$ cat config.mk
export PLATFORM = sky130hd
export DESIGN_NAME = integer_to_ascii_formatter_unit
export DESIGN_NICKNAME = d
export VERILOG_FILES = /design/src/ita_pkg.sv /design/src/integer_to_ascii_formatter_unit.sv /design/src/ita_ctrl.sv /design/src/ita_datapath.sv
export SDC_FILE = /design/constraint.sdc
export NUM_CORES = 1
export LEC_CHECK = 0
export ABC_AREA = 1
export BUFFER_PORTS_ARGS = -buffer_cell sky130_fd_sc_hd__buf_2
export CAP_MARGIN = 20
export CORE_MARGIN = 4
export CORE_UTILIZATION = 60
export CTS_CLUSTER_DIAMETER = 30
export DETAILED_ROUTE_END_ITERATION = 10
export GPL_ROUTABILITY_DRIVEN = 0
export GPL_TIMING_DRIVEN = 1
export PLACE_DENSITY = 0.79
export REMOVE_ABC_BUFFERS = 1
export SLEW_MARGIN = 25
export SYNTH_ARGS = -nofsm -noshare
export SYNTH_HDL_FRONTEND = slang
export SYNTH_SLANG_ARGS = --single-unit
$ cat constraint.sdc
create_clock -name aclk -period 5.6 [get_ports aclk]
set_input_delay 0.28 -clock aclk [delete_from_list [all_inputs] [get_ports aclk]]
set_output_delay 0.28 -clock aclk [all_outputs]
set_load 0.05 [all_outputs]
$ cat src/ita_pkg.sv
`default_nettype none

package ita_pkg;

    localparam int VALUE_WIDTH = 32;
    localparam int DATA_W      = 32;
    localparam int ND_W        = 4;
    localparam int EFF_W       = (VALUE_WIDTH > DATA_W) ? DATA_W : VALUE_WIDTH;

    // double dabble runs four shifts a cycle over the width rounded up to nibbles
    localparam int DD_CYCLES   = (EFF_W + 3) / 4;
    localparam int DD_BITS     = 4 * DD_CYCLES;
    localparam int CNT_W       = (DD_CYCLES > 1) ? $clog2(DD_CYCLES) : 1;

    localparam int DIGIT_DEPTH = 10;
    localparam int IDX_W       = $clog2(DIGIT_DEPTH);
    localparam int NIB_SEL_W   = $clog2(DATA_W / 4);

    localparam int IN_BITS     = 1 + DATA_W + ND_W;
    localparam int IN_TDATA_W  = ((IN_BITS + 7) / 8) * 8;
    localparam int OUT_TDATA_W = 8;

    localparam logic [ND_W-1:0] MAX_HEX = ND_W'(8);

    localparam logic       KIND_DEC = 1'b0;
    localparam logic       KIND_HEX = 1'b1;

    localparam logic [6:0] CHAR_MINUS = 7'h2D;
    localparam logic [6:0] CHAR_ZERO  = 7'h30;
    localparam logic [6:0] HEX_ALPHA  = 7'd55;
    localparam logic [3:0] NIB_MASK   = 4'hF;

    typedef struct packed {
        logic load;
        logic conv_step;
        logic count_load;
        logic emit_sign;
        logic emit_char;
    } ita_cmd_t;

    typedef struct packed {
        logic in_hex;
        logic in_nd_zero;
        logic sign_pending;
        logic rem_one;
        logic out_free;
    } ita_stat_t;

endpackage

`default_nettype wire

$ cat src/integer_to_ascii_formatter_unit.sv
// first character: a hex transaction goes from idle straight to emitting, while a decimal
// one first runs the double dabble conversion and then a digit count state
// flow: a new value is taken only in idle, after the last character of the previous one;
// the conversion does four shifts a cycle, the output one character a cycle unless stalled
// reset: aresetn synchronous active low, controller idle, output empty, counts cleared
`default_nettype none

module integer_to_ascii_formatter_unit
    import ita_pkg::*;
(
    input  wire logic                   aclk,
    input  wire logic                   aresetn,
    input  wire logic                   s_tvalid,
    output logic                        s_tready,
    // channel [0], value [32:1], hex_digits [36:33], zero fill above
    input  wire logic [IN_TDATA_W-1:0]  s_tdata,
    // kind [0]
    input  wire logic                   s_tuser,
    output logic                        m_tvalid,
    input  wire logic                   m_tready,
    // out_channel [0], char_code [7:1]
    output logic [OUT_TDATA_W-1:0]      m_tdata,
    output logic                        m_tlast
);

    ita_cmd_t  cmd;
    ita_stat_t stat;

    ita_ctrl u_ctrl (
        .aclk     (aclk),
        .aresetn  (aresetn),
        .s_tvalid (s_tvalid),
        .s_tready (s_tready),
        .stat     (stat),
        .cmd      (cmd)
    );

    ita_datapath u_dp (
        .aclk     (aclk),
        .aresetn  (aresetn),
        .s_tdata  (s_tdata),
        .s_tuser  (s_tuser),
        .cmd      (cmd),
        .stat     (stat),
        .m_tready (m_tready),
        .m_tvalid (m_tvalid),
        .m_tdata  (m_tdata),
        .m_tlast  (m_tlast)
    );

endmodule

`default_nettype wire

$ cat src/ita_ctrl.sv
`default_nettype none

module ita_ctrl
    import ita_pkg::*;
(
    input  wire logic      aclk,
    input  wire logic      aresetn,
    input  wire logic      s_tvalid,
    output logic           s_tready,
    input  wire ita_stat_t stat,
    output ita_cmd_t       cmd
);

    localparam logic [2:0] ST_IDLE = 3'd0;
    localparam logic [2:0] ST_CONV = 3'd1;
    localparam logic [2:0] ST_FIN  = 3'd2;
    localparam logic [2:0] ST_SIGN = 3'd3;
    localparam logic [2:0] ST_EMIT = 3'd4;

    logic [2:0]       state_reg, state_next;
    logic [CNT_W-1:0] cnt_reg, cnt_next;

    assign s_tready = (state_reg == ST_IDLE);

    always_comb begin
        state_next = state_reg;
        cnt_next   = cnt_reg;
        cmd        = '0;
        case (state_reg)
            ST_IDLE: begin
                if (s_tvalid) begin
                    cmd.load = 1'b1;
                    cnt_next = '0;
                    if (stat.in_hex) begin
                        // a hex transaction asking for no digits gives nothing
                        if (!stat.in_nd_zero) begin
                            state_next = ST_EMIT;
                        end
                    end else begin
                        state_next = ST_CONV;
                    end
                end
            end
            ST_CONV: begin
                cmd.conv_step = 1'b1;
                if (cnt_reg == CNT_W'(DD_CYCLES - 1)) begin
                    state_next = ST_FIN;
                end else begin
                    cnt_next = cnt_reg + 1'b1;
                end
            end
            ST_FIN: begin
                cmd.count_load = 1'b1;
                state_next = stat.sign_pending ? ST_SIGN : ST_EMIT;
            end
            ST_SIGN: begin
                if (stat.out_free) begin
                    cmd.emit_sign = 1'b1;
                    state_next = ST_EMIT;
                end
            end
            ST_EMIT: begin
                if (stat.out_free) begin
                    cmd.emit_char = 1'b1;
                    if (stat.rem_one) begin
                        state_next = ST_IDLE;
                    end
                end
            end
            default: begin
                state_next = ST_IDLE;
            end
        endcase
    end

    always_ff @(posedge aclk) begin
        if (!aresetn) begin
            state_reg <= ST_IDLE;
            cnt_reg   <= '0;
        end else begin
            state_reg <= state_next;
            cnt_reg   <= cnt_next;
        end
    end

endmodule

`default_nettype wire

$ cat src/ita_datapath.sv
`default_nettype none

module ita_datapath
    import ita_pkg::*;
(
    input  wire logic                   aclk,
    input  wire logic                   aresetn,
    input  wire logic [IN_TDATA_W-1:0]  s_tdata,
    input  wire logic                   s_tuser,
    input  wire ita_cmd_t               cmd,
    output ita_stat_t                   stat,
    input  wire logic                   m_tready,
    output logic                        m_tvalid,
    output logic [OUT_TDATA_W-1:0]      m_tdata,
    output logic                        m_tlast
);

    logic              in_chan;
    logic [DATA_W-1:0] in_value;
    logic [ND_W-1:0]   in_nd;
    logic [ND_W-1:0]   nd_sat;
    logic [EFF_W-1:0]  vw;
    logic [EFF_W-1:0]  magw;
    logic              neg;

    logic              chan_reg;
    logic              kind_reg;
    logic [DATA_W-1:0] work_reg;
    logic [3:0]        digit_store_reg [DIGIT_DEPTH];
    logic [ND_W-1:0]   digit_count_reg;
    logic              sign_pending_reg;

    logic              m_tvalid_reg;
    logic [6:0]        out_char_reg;
    logic              out_chan_reg;
    logic              out_last_reg;

    logic [3:0]        conv_digits [DIGIT_DEPTH];
    logic [DATA_W-1:0] conv_work;
    logic [ND_W-1:0]   dec_count;
    logic [ND_W-1:0]   cnt_m1;
    logic [3:0]        nib;
    logic [3:0]        dec_digit;
    logic [6:0]        char_code;
    logic              out_free;

    assign in_chan  = s_tdata[0];
    assign in_value = s_tdata[DATA_W:1];
    assign in_nd    = s_tdata[DATA_W+ND_W:DATA_W+1];
    assign nd_sat   = (in_nd > MAX_HEX) ? MAX_HEX : in_nd;

    assign vw   = in_value[EFF_W-1:0];
    assign neg  = vw[EFF_W-1];
    // most negative value stays its own pattern, read as unsigned
    assign magw = neg ? (~vw + 1'b1) : vw;

    // four double dabble shifts per cycle
    always_comb begin
        logic [3:0]        dd [DIGIT_DEPTH];
        logic [DATA_W-1:0] wk;
        dd = digit_store_reg;
        wk = work_reg;
        for (int k = 0; k < 4; k++) begin
            for (int i = 0; i < DIGIT_DEPTH; i++) begin
                if (dd[i] >= 4'd5) begin
                    dd[i] = dd[i] + 4'd3;
                end
            end
            for (int i = DIGIT_DEPTH - 1; i > 0; i--) begin
                dd[i] = {dd[i][2:0], dd[i-1][3]};
            end
            dd[0] = {dd[0][2:0], wk[DD_BITS-1]};
            wk    = wk << 1;
        end
        conv_digits = dd;
        conv_work   = wk;
    end

    // number of significant digits, at least one
    always_comb begin
        dec_count = ND_W'(1);
        for (int i = 1; i < DIGIT_DEPTH; i++) begin
            if (digit_store_reg[i] != 4'd0) begin
                dec_count = ND_W'(i + 1);
            end
        end
    end

    assign cnt_m1    = digit_count_reg - 1'b1;
    assign nib       = 4'(work_reg >> {cnt_m1[NIB_SEL_W-1:0], 2'b00}) & NIB_MASK;
    assign dec_digit = digit_store_reg[cnt_m1[IDX_W-1:0]];

    always_comb begin
        if (kind_reg == KIND_HEX) begin
            char_code = (nib < 4'd10) ? (CHAR_ZERO + 7'(nib)) : (HEX_ALPHA + 7'(nib));
        end else begin
            char_code = CHAR_ZERO + 7'(dec_digit);
        end
    end

    assign out_free = !m_tvalid_reg || m_tready;

    assign stat.in_hex       = (s_tuser == KIND_HEX);
    assign stat.in_nd_zero   = (nd_sat == '0);
    assign stat.sign_pending = sign_pending_reg;
    assign stat.rem_one      = (digit_count_reg == ND_W'(1));
    assign stat.out_free     = out_free;

    always_ff @(posedge aclk) begin
        if (cmd.load) begin
            chan_reg <= in_chan;
            kind_reg <= s_tuser;
            if (s_tuser == KIND_HEX) begin
                work_reg <= DATA_W'(vw);
            end else begin
                work_reg <= DATA_W'(magw);
                for (int i = 0; i < DIGIT_DEPTH; i++) begin
                    digit_store_reg[i] <= 4'd0;
                end
            end
        end else if (cmd.conv_step) begin
            work_reg        <= conv_work;
            digit_store_reg <= conv_digits;
        end
    end

    always_ff @(posedge aclk) begin
        if (!aresetn) begin
            digit_count_reg  <= '0;
            sign_pending_reg <= 1'b0;
        end else begin
            if (cmd.load) begin
                if (s_tuser == KIND_HEX) begin
                    digit_count_reg  <= nd_sat;
                    sign_pending_reg <= 1'b0;
                end else begin
                    sign_pending_reg <= neg;
                end
            end else if (cmd.count_load) begin
                digit_count_reg <= dec_count;
            end else if (cmd.emit_sign) begin
                sign_pending_reg <= 1'b0;
            end else if (cmd.emit_char) begin
                digit_count_reg <= cnt_m1;
            end
        end
    end

    // output register
    always_ff @(posedge aclk) begin
        if (!aresetn) begin
            m_tvalid_reg <= 1'b0;
        end else if (cmd.emit_sign || cmd.emit_char) begin
            m_tvalid_reg <= 1'b1;
        end else if (m_tready) begin
            m_tvalid_reg <= 1'b0;
        end
    end

    always_ff @(posedge aclk) begin
        if (cmd.emit_sign) begin
            out_char_reg <= CHAR_MINUS;
            out_chan_reg <= chan_reg;
            out_last_reg <= 1'b0;
        end else if (cmd.emit_char) begin
            out_char_reg <= char_code;
            out_chan_reg <= chan_reg;
            out_last_reg <= (digit_count_reg == ND_W'(1));
        end
    end

    assign m_tvalid = m_tvalid_reg;
    assign m_tdata  = {out_char_reg, out_chan_reg};
    assign m_tlast  = out_last_reg;

endmodule

`default_nettype wire

==> flow_metrics.py, run 1 <==
metrics = {
    "clock_tree": {
        "maximum_buffer_depth_of_the_clock_tree": 2,
        "number_of_hold_repair_buffers_added_at_the_cts_stage": 0,
        "post_cts_buffers": 0,
        "clk_root_buffer_cell": "sky130_fd_sc_hd__clkbuf_16",
        "tritoncts": "built",
        "clock_insertion_delay_worst_skew_ns": 0.36,
        "clk_pin_slew_ns": 0.07,
        "ctsResizeCount": 0,
        "htree_depth": 3,
        "cts_buffers": 9,
        "cts_num_sinks": 95,
    },
    "grt": {
        "global_route_wire_length_before_repair_um": 37040,
        "grt_overall_usage": 0.2503,
        "overflow_left_after_global_routing": 0,
        "grt_max_degree": 64,
        "grt_pass1_vias": 8188,
        "antenna_violations_before_repair": 0,
    },
    "floorplan": {
        "rows": 45,
        "die-width_um": 133.0,
        "io-pin-count": 56,
        "floorplan.initialDensity": 0.6148,
        "placeableCoreArea_mm2": 0.01526,
        "area_of_the_die_mm2": 0.01770,
        "dieHeight_um": 133.0,
    },
    "logic_synthesis": {
        "synth-warning-count": 0,
        "flip_flop_and_latch_count_after_synthesis": 95,
        "synth_cell_types": 59,
        "postSynthAreaPerCell_um2": 6.720,
        "synth_enable_flop_cells": 75,
        "synthesis.area_mm2": 0.009381,
        "register_area_share_after_synthesis": 0.2827,
        "synthArstFlopShare": 0,
        "synth-main-ff-cell": "sky130_fd_sc_hd__edfxtp_1",
        "number_of_instances_in_the_synthesized_netlist": 1396,
    },
    "setup_path": {
        "crit_path_end_kind": "flip-flop",
        "launch_point_of_the_worst_reg_to_reg_path": "u_dp.digit_store_reg[4]",
        "worst_ep_required_time_ns": 5.72,
        "worstPathArrival_ns": 3.87,
        "worst_setup_path_endpoint": "u_dp.digit_store_reg[2]",
        "timing.reg2reg.setup_slack_ns": 1.84,
        "timing.rr.end": "u_dp.digit_store_reg[2]",
        "r2r_cells": 27,
        "cp_max_fo": 5,
        "criticalPathCategory": "flip-flop to flip-flop",
        "timing.critical_path.from_type": "flip-flop",
        "worstSetupStartpoint": "u_dp.digit_store_reg[4]",
    },
    "cells_and_area": {
        "commonest_cells_after_routing_fill_and_taps_aside": "sky130_fd_sc_hd__nand2_1 (354), sky130_fd_sc_hd__inv_1 (212), sky130_fd_sc_hd__nand3_1 (127), sky130_fd_sc_hd__o21ai_0 (94), sky130_fd_sc_hd__nor2_1 (85)",
        "areaGrowthSynthToFinish_pct": 7.975,
        "post_route_cells_drive_above_1_share": 0.1432,
        "insertedDiodeCount": 0,
        "mostFrequentLayoutCell": "sky130_fd_sc_hd__nand2_1",
        "number_of_flip_flops_in_the_largest_register": 40,
        "finish.net_count": 1532,
    },
    "sta": {
        "finalClockSkew_ns": 0.01235,
        "report.final.hold_viol_count": 0,
        "setup-violations-final": 0,
        "slew_violations": 0,
        "grt_setup_unrepaired": "no",
        "final_min_period_over_clock_period": 0.6710,
        "finalWorstPathRequiredPeriod_ns": 3.757,
        "relSlewSlack": 0.5406,
        "fmaxAchievable_ghz": 0.2661,
        "final_critical_path_setup_slack_ns": 1.843,
        "worst_margin_slew_ns": 0.6890,
    },
    "run_status": {
        "run_status": "finished, final reports clean",
    },
    "flow_run": {
        "max_cap_violations": 0,
    },
    "placement": {
        "dp_slack_ns": 1.875,
        "portBuffers": 52,
        "detailedPlacementHpwl_um": 17050,
    },
    "drt": {
        "wirelength_um": 21900,
        "routedWlPerCell_um": 13.22,
        "detail-route-antenna-nets": 0,
        "route.detailed.drc": 0,
        "firstDrtPassIters": 5,
        "detail_route.iter0.violations": 537,
        "route.detailed.vias_per_inst": 5.467,
        "num_vias": 9058,
    },
    "min_path": {
        "hold_path_class": "input pin to flip-flop",
    },
}
[per-layer routing]
metal  vias up  share of wire  GRT usage
met5         -              0          0
met4         0          0.020    0.07448
met3        28          0.057    0.02890
met2       233           0.48     0.4444
met1      4093           0.45     0.3195
li1       4704              -          -
[how the worst min path moves through the flow]
stage	startpoint	to	slack, ns	depth (start not counted)
2_1_floorplan	s_tdata[0]	u_dp.chan_reg	0.38	0
3_3_place_gp	u_dp.chan_reg	u_dp.out_chan_reg	0.41	0
3_5_place_dp	u_dp.chan_reg	u_dp.out_chan_reg	0.44	0
4_1_cts	s_tdata[0]	u_dp.chan_reg	0.13	1
5_1_grt	s_tdata[0]	u_dp.chan_reg	0.13	1
6_report	s_tdata[0]	u_dp.chan_reg	0.13	1
[kinds of logic (layout without fill, tap and decap cells)]
family	Yosys count	count (layout)	share of synthesized area
flops	95	95	0.2827
simple gates	747	747	0.3813
xor+xnor	33	33	0.03241
compound gates	228	228	0.1388
buf+inv	244	294	0.1002
mux	3	3	0.003201
fa+ha+maj	46	46	0.06135
[Yosys cell counts, types with 3 or more instances]
cell                       instances  share of area
sky130_fd_sc_hd__clkbuf_1         16         0.0064
sky130_fd_sc_hd__o211ai_1          4         0.0032
sky130_fd_sc_hd__nand3b_1          6         0.0048
sky130_fd_sc_hd__nand2_4           5         0.0060
sky130_fd_sc_hd__o21bai_1          4         0.0032
sky130_fd_sc_hd__nor3_1           19          0.010
sky130_fd_sc_hd__o21ai_2           7         0.0065
sky130_fd_sc_hd__edfxtp_1         75           0.24
sky130_fd_sc_hd__nand2_1         354           0.14
sky130_fd_sc_hd__clkinv_1          3         0.0012
sky130_fd_sc_hd__nand2_2          64          0.043
sky130_fd_sc_hd__o22ai_1           5         0.0033
sky130_fd_sc_hd__nand4_1          22          0.015
sky130_fd_sc_hd__a21oi_1          71          0.038
sky130_fd_sc_hd__ha_1             46          0.061
sky130_fd_sc_hd__nand3_1         127          0.068
sky130_fd_sc_hd__inv_2             5         0.0020
sky130_fd_sc_hd__dfxtp_1          20          0.043
sky130_fd_sc_hd__and2_4            7         0.0065
sky130_fd_sc_hd__o21ai_1          11         0.0059
sky130_fd_sc_hd__nor2_1           86          0.034
sky130_fd_sc_hd__nor4_1            6         0.0040
sky130_fd_sc_hd__a221oi_1          3         0.0028
sky130_fd_sc_hd__a21o_1            5         0.0040
sky130_fd_sc_hd__xor2_1           21          0.020
sky130_fd_sc_hd__o21ai_0          95          0.051
sky130_fd_sc_hd__a211oi_1          5         0.0040
sky130_fd_sc_hd__nor3_2            5         0.0053
sky130_fd_sc_hd__or2_2             3         0.0020
sky130_fd_sc_hd__inv_1           212          0.085
sky130_fd_sc_hd__xnor2_1          10         0.0093
sky130_fd_sc_hd__buf_1             3         0.0012
sky130_fd_sc_hd__and2_1           12         0.0080
sky130_fd_sc_hd__a22o_1            4         0.0037
sky130_fd_sc_hd__mux2i_1           3         0.0032
sky130_fd_sc_hd__nand3_2          22          0.023
sky130_fd_sc_hd__nand3_4           3         0.0056
[critical path, cell delays in order, from the launching register on]
cell and delay, ns:
sky130_fd_sc_hd__edfxtp_1 0.46, sky130_fd_sc_hd__inv_1 0.11, sky130_fd_sc_hd__ha_1 0.16, sky130_fd_sc_hd__inv_1 0.04, sky130_fd_sc_hd__nand2_1 0.12, sky130_fd_sc_hd__nand3_2 0.10
sky130_fd_sc_hd__nand2_1 0.17, sky130_fd_sc_hd__inv_1 0.10, sky130_fd_sc_hd__ha_1 0.19, sky130_fd_sc_hd__inv_1 0.05, sky130_fd_sc_hd__nand3_1 0.08, sky130_fd_sc_hd__nand2_2 0.11
sky130_fd_sc_hd__nand2_2 0.07, sky130_fd_sc_hd__nand2_1 0.07, sky130_fd_sc_hd__nand2_1 0.10, sky130_fd_sc_hd__ha_1 0.20, sky130_fd_sc_hd__inv_1 0.05, sky130_fd_sc_hd__nand4_1 0.12
sky130_fd_sc_hd__nand2_2 0.11, sky130_fd_sc_hd__nand2_2 0.08, sky130_fd_sc_hd__nand2_1 0.08, sky130_fd_sc_hd__nand2_1 0.09, sky130_fd_sc_hd__ha_1 0.20, sky130_fd_sc_hd__or2_2 0.29
sky130_fd_sc_hd__nand3_1 0.14, sky130_fd_sc_hd__nand3_1 0.09, sky130_fd_sc_hd__nand2_1 0.07, sky130_fd_sc_hd__nor2_1 0.04
[cell type report]
type / count / area [µm²]
clock inverter: 7 / 53.80
multi-input combinational: 1057 / 5803
timing repair buffer: 58 / 305.3
clock buffer: 9 / 225.2
fill: 1368 / 5129
sequential: 95 / 2653
tap: 211 / 264.0
inverter: 220 / 825.8
[per-stage QoR]
step             util  hold WS (ns)  instances  area [µm²]  setup TNS (ns)
2_1_floorplan       -        0.3789       1372        9268          -58.98
6_report       0.6639        0.1290       1657       10130               0
4_1_cts        0.6639        0.1320       1657       10130               0
5_1_grt        0.6639        0.1275       1657       10130               0
3_3_place_gp   0.6456        0.4071       1641        9851               0
3_5_place_dp   0.6456        0.4357       1641        9851               0
Power of run 1 is left out: the tool's default activity adds up to more than one toggle a clock period on the data nets, which glitch-free logic cannot reach.
==> run 2: changes to the inputs <==
- ABC_AREA: 1 -> 0
- CORE_UTILIZATION: 60 -> 57
- PLACE_DENSITY: 0.79 -> 0.78
- clock period: 5.6 -> 3.4 ns (I/O delays scaled with it)
==> run 2 against run 1 <==
Net effect: the flow now finishes with violations (setup timing); highest routed layer unchanged; area after synthesis increased by 6.5%; register-to-register slack got worse by 2.1 ns; first-iteration DRC count is 130% higher; clock-buffer cell count up 2; flip-flop and latch count stayed put; sequential share of layout area is 6.6 points lower; design area up 34%; cell count rose by 3.3%.
==> flow_metrics.py, run 2 <==
metrics = {
    "setup_path": {
        "cp_max_fo": 5,
        "timing.critical_path.mode_cell": "sky130_fd_sc_hd__ha_4",
        "critical_path.n_buffers_inverters": 5,
        "critical_path.cell_chain": "inv_2 > ha_4 > buf_6 > nand2b_4 > a211o_1 > buf_4 > and2_4 > inv_4 > ha_4 > a21o_1 > a211oi_2 > nor2_1 > inv_1 > ha_4 > nor3_4 > a221oi_2 > a2bb2oi_2 > o21bai_4 > a21o_1 > a21oi_1",
        "slowest_stage": "sky130_fd_sc_hd__edfxtp_1",
        "critical-path-max-stage-delay_ns": 0.49,
        "worst_ep_required_time_ns": 3.49,
        "timing.critical_path.from_type": "flip-flop",
        "timing.critical_path.max_delay_family": "compound AO/OA/AOI/OAI gates",
        "criticalPathCategory": "flip-flop to flip-flop",
        "crit_path_end_kind": "flip-flop",
        "worstPathArrival_ns": 3.76,
    },
    "placement": {
        "dp_cells": 1641,
        "detailedPlacementHpwl_um": 20910,
        "portBuffers": 52,
    },
    "grt": {
        "overflow_left_after_global_routing": 0,
        "grt_overall_usage": 0.2841,
        "grt_pass1_vias": 9904,
        "grt_max_degree": 72,
        "antenna_violations_before_repair": 0,
        "global_route_wire_length_before_repair_um": 47010,
    },
    "cells_and_area": {
        "final_cell_count_no_fill": 1711,
        "insertedDiodeCount": 0,
        "commonest_cells_after_routing_fill_and_taps_aside": "sky130_fd_sc_hd__buf_4 (218), sky130_fd_sc_hd__nand2_1 (136), sky130_fd_sc_hd__o21ai_0 (97), sky130_fd_sc_hd__nor2_1 (85), sky130_fd_sc_hd__edfxtp_1 (75)",
        "mostFrequentLayoutCell": "sky130_fd_sc_hd__buf_4",
        "finish.net_count": 1572,
        "areaGrowthSynthToFinish_pct": 35.78,
        "number_of_flip_flops_in_the_largest_register": 40,
        "post_route_cells_drive_above_1_share": 0.3843,
    },
    "clock_tree": {
        "cts_num_sinks": 95,
        "clock_insertion_delay_worst_skew_ns": 0.36,
        "htree_depth": 3,
        "tritoncts": "built",
        "cts_buffers": 9,
        "clk_root_buffer_cell": "sky130_fd_sc_hd__clkbuf_16",
        "maximum_buffer_depth_of_the_clock_tree": 2,
        "clk_pin_slew_ns": 0.07,
        "number_of_hold_repair_buffers_added_at_the_cts_stage": 0,
    },
    "sta": {
        "setup-violations-final": 22,
        "finalClockSkew_ns": 0.009487,
        "worst_margin_slew_ns": 0.7876,
        "final_critical_path_setup_slack_ns": -0.2626,
        "grt_setup_unrepaired": "yes",
        "final_min_period_over_clock_period": 1.077,
        "report.final.hold_viol_count": 0,
        "relSlewSlack": 0.4675,
        "slew_violations": 0,
        "finalWorstPathRequiredPeriod_ns": 3.663,
        "setup_total_negative_slack_ns": -2.532,
        "fmaxAchievable_ghz": 0.2730,
    },
    "drt": {
        "num_vias": 11310,
        "routedWlPerCell_um": 20.02,
        "detail-route-antenna-nets": 0,
        "firstDrtPassIters": 7,
        "detail_route.iter0.violations": 1245,
        "route.detailed.vias_per_inst": 6.608,
        "wirelength_um": 34250,
        "route.detailed.drc": 0,
    },
    "logic_synthesis": {
        "synthesis.area_mm2": 0.009995,
        "synth_cell_types": 80,
        "postSynthAreaPerCell_um2": 8.008,
        "register_area_share_after_synthesis": 0.2654,
        "number_of_instances_in_the_synthesized_netlist": 1248,
        "synth-warning-count": 0,
        "cell_with_the_most_instances_after_synthesis": "sky130_fd_sc_hd__nand2_1",
        "synth_commonest_cells": "sky130_fd_sc_hd__nand2_1 (140), sky130_fd_sc_hd__o21ai_0 (113), sky130_fd_sc_hd__nor2_1 (92)",
        "flip_flop_and_latch_count_after_synthesis": 95,
        "synthDominantAreaCellType": "sky130_fd_sc_hd__edfxtp_1",
        "synth_enable_flop_cells": 75,
        "synth-main-ff-cell": "sky130_fd_sc_hd__edfxtp_1",
        "synthArstFlopShare": 0,
        "synth_top_cells_by_area": "sky130_fd_sc_hd__edfxtp_1 (23%), sky130_fd_sc_hd__ha_1 (5.8%), sky130_fd_sc_hd__o21ai_0 (5.7%)",
        "synth_largest_type_area_fraction": 0.2253,
    },
    "floorplan": {
        "area_of_the_die_mm2": 0.01972,
        "io-pin-count": 56,
        "die-width_um": 140.4,
        "floorplan.initialDensity": 0.5798,
        "rows": 48,
        "placeableCoreArea_mm2": 0.01724,
        "dieHeight_um": 140.4,
    },
    "min_path": {
        "hold_path_class": "input pin to flip-flop",
    },
    "run_status": {
        "violations": "setup timing",
        "run_status": "finished with violations",
    },
    "flow_run": {
        "max_cap_violations": 0,
    },
}
-- run 2: worst register-to-register path: stages (launching register included) --
cell and delay, ns:
sky130_fd_sc_hd__edfxtp_1 0.49, sky130_fd_sc_hd__inv_2 0.09, sky130_fd_sc_hd__ha_4 0.18, sky130_fd_sc_hd__buf_6 0.12, sky130_fd_sc_hd__nand2b_4 0.06, sky130_fd_sc_hd__a211o_1 0.23
sky130_fd_sc_hd__buf_4 0.15, sky130_fd_sc_hd__and2_4 0.15, sky130_fd_sc_hd__inv_4 0.04, sky130_fd_sc_hd__ha_4 0.15, sky130_fd_sc_hd__a21o_1 0.18, sky130_fd_sc_hd__a211oi_2 0.26
sky130_fd_sc_hd__nor2_1 0.07, sky130_fd_sc_hd__inv_1 0.10, sky130_fd_sc_hd__ha_4 0.22, sky130_fd_sc_hd__nor3_4 0.07, sky130_fd_sc_hd__a221oi_2 0.27, sky130_fd_sc_hd__a2bb2oi_2 0.19
sky130_fd_sc_hd__o21bai_4 0.17, sky130_fd_sc_hd__a21o_1 0.16, sky130_fd_sc_hd__a21oi_1 0.07
-- run 2: final timing paths --
check                                               from  slack, ns  cells past startpoint                  endpoint
worst max-delay path            u_dp.digit_store_reg[16]      -0.26                     20  u_dp.digit_store_reg[12]
worst min-delay path                          s_tdata[0]       0.02                      1             u_dp.chan_reg
worst max register to register  u_dp.digit_store_reg[16]      -0.26                     20  u_dp.digit_store_reg[12]
worst min register to register             u_dp.chan_reg       0.43                      0         u_dp.out_chan_reg
-- run 2: repair_timing --
item,CTS,global route
endpoints found under the setup margin,27,35
gates resized for setup,88,198
cloned,0,0
setup buffers,21,34
pin swaps,45,81
-- run 2: cells by family (layout without fill, tap and decap cells) --
group                      Yosys count  in the layout  synth area share
AOI/OAI and AO/OA                  439            439            0.2923
xor gates and xnor gates            37             37           0.03318
adders and majority gates           46             46           0.05759
buffers and inverters              125            363           0.04957
DFF                                 95             95            0.2654
muxes                               61             61           0.08388
and+or+nand+nor                    445            445            0.2181
-- run 2: layout make-up --
class,count,area (µm²)
Multi-Input combinational cell,1028,8070
Fill cell,1027,3666
Sequential cell,95,2653
Timing Repair Buffer,280,2018
Tap cell,225,281.5
Inverter,67,256.5
Clock buffer,11,242.7
Clock inverter,5,48.80
-- run 2: metal layers --
metal / up-vias / track usage / share of wire
met5: - / 0 / 0
li1: 5150 / - / -
met4: 0 / 0.08975 / 0.042
met2: 666 / 0.5060 / 0.50
met3: 146 / 0.02902 / 0.074
met1: 5345 / 0.3621 / 0.38
-- run 2: metrics by stage --
| stage | utilization | hold WS, ns | cell area (µm²) | setup slack [ns] |
|---|---|---|---|---|
| floorplan | - | 0.2689 | 9751 | -1.318 |
| finish | 0.7873 | 0.01715 | 13570 | -0.2626 |
| CTS | 0.7230 | 0.006476 | 12460 | -0.07135 |
| detailed placement | 0.6744 | 0.3744 | 11620 | -0.2695 |
| global route | 0.7873 | 0.007906 | 13570 | -0.4249 |
| global placement | 0.6744 | 0.3697 | 11620 | -0.1256 |
Power of run 2 is left out for the same reason.
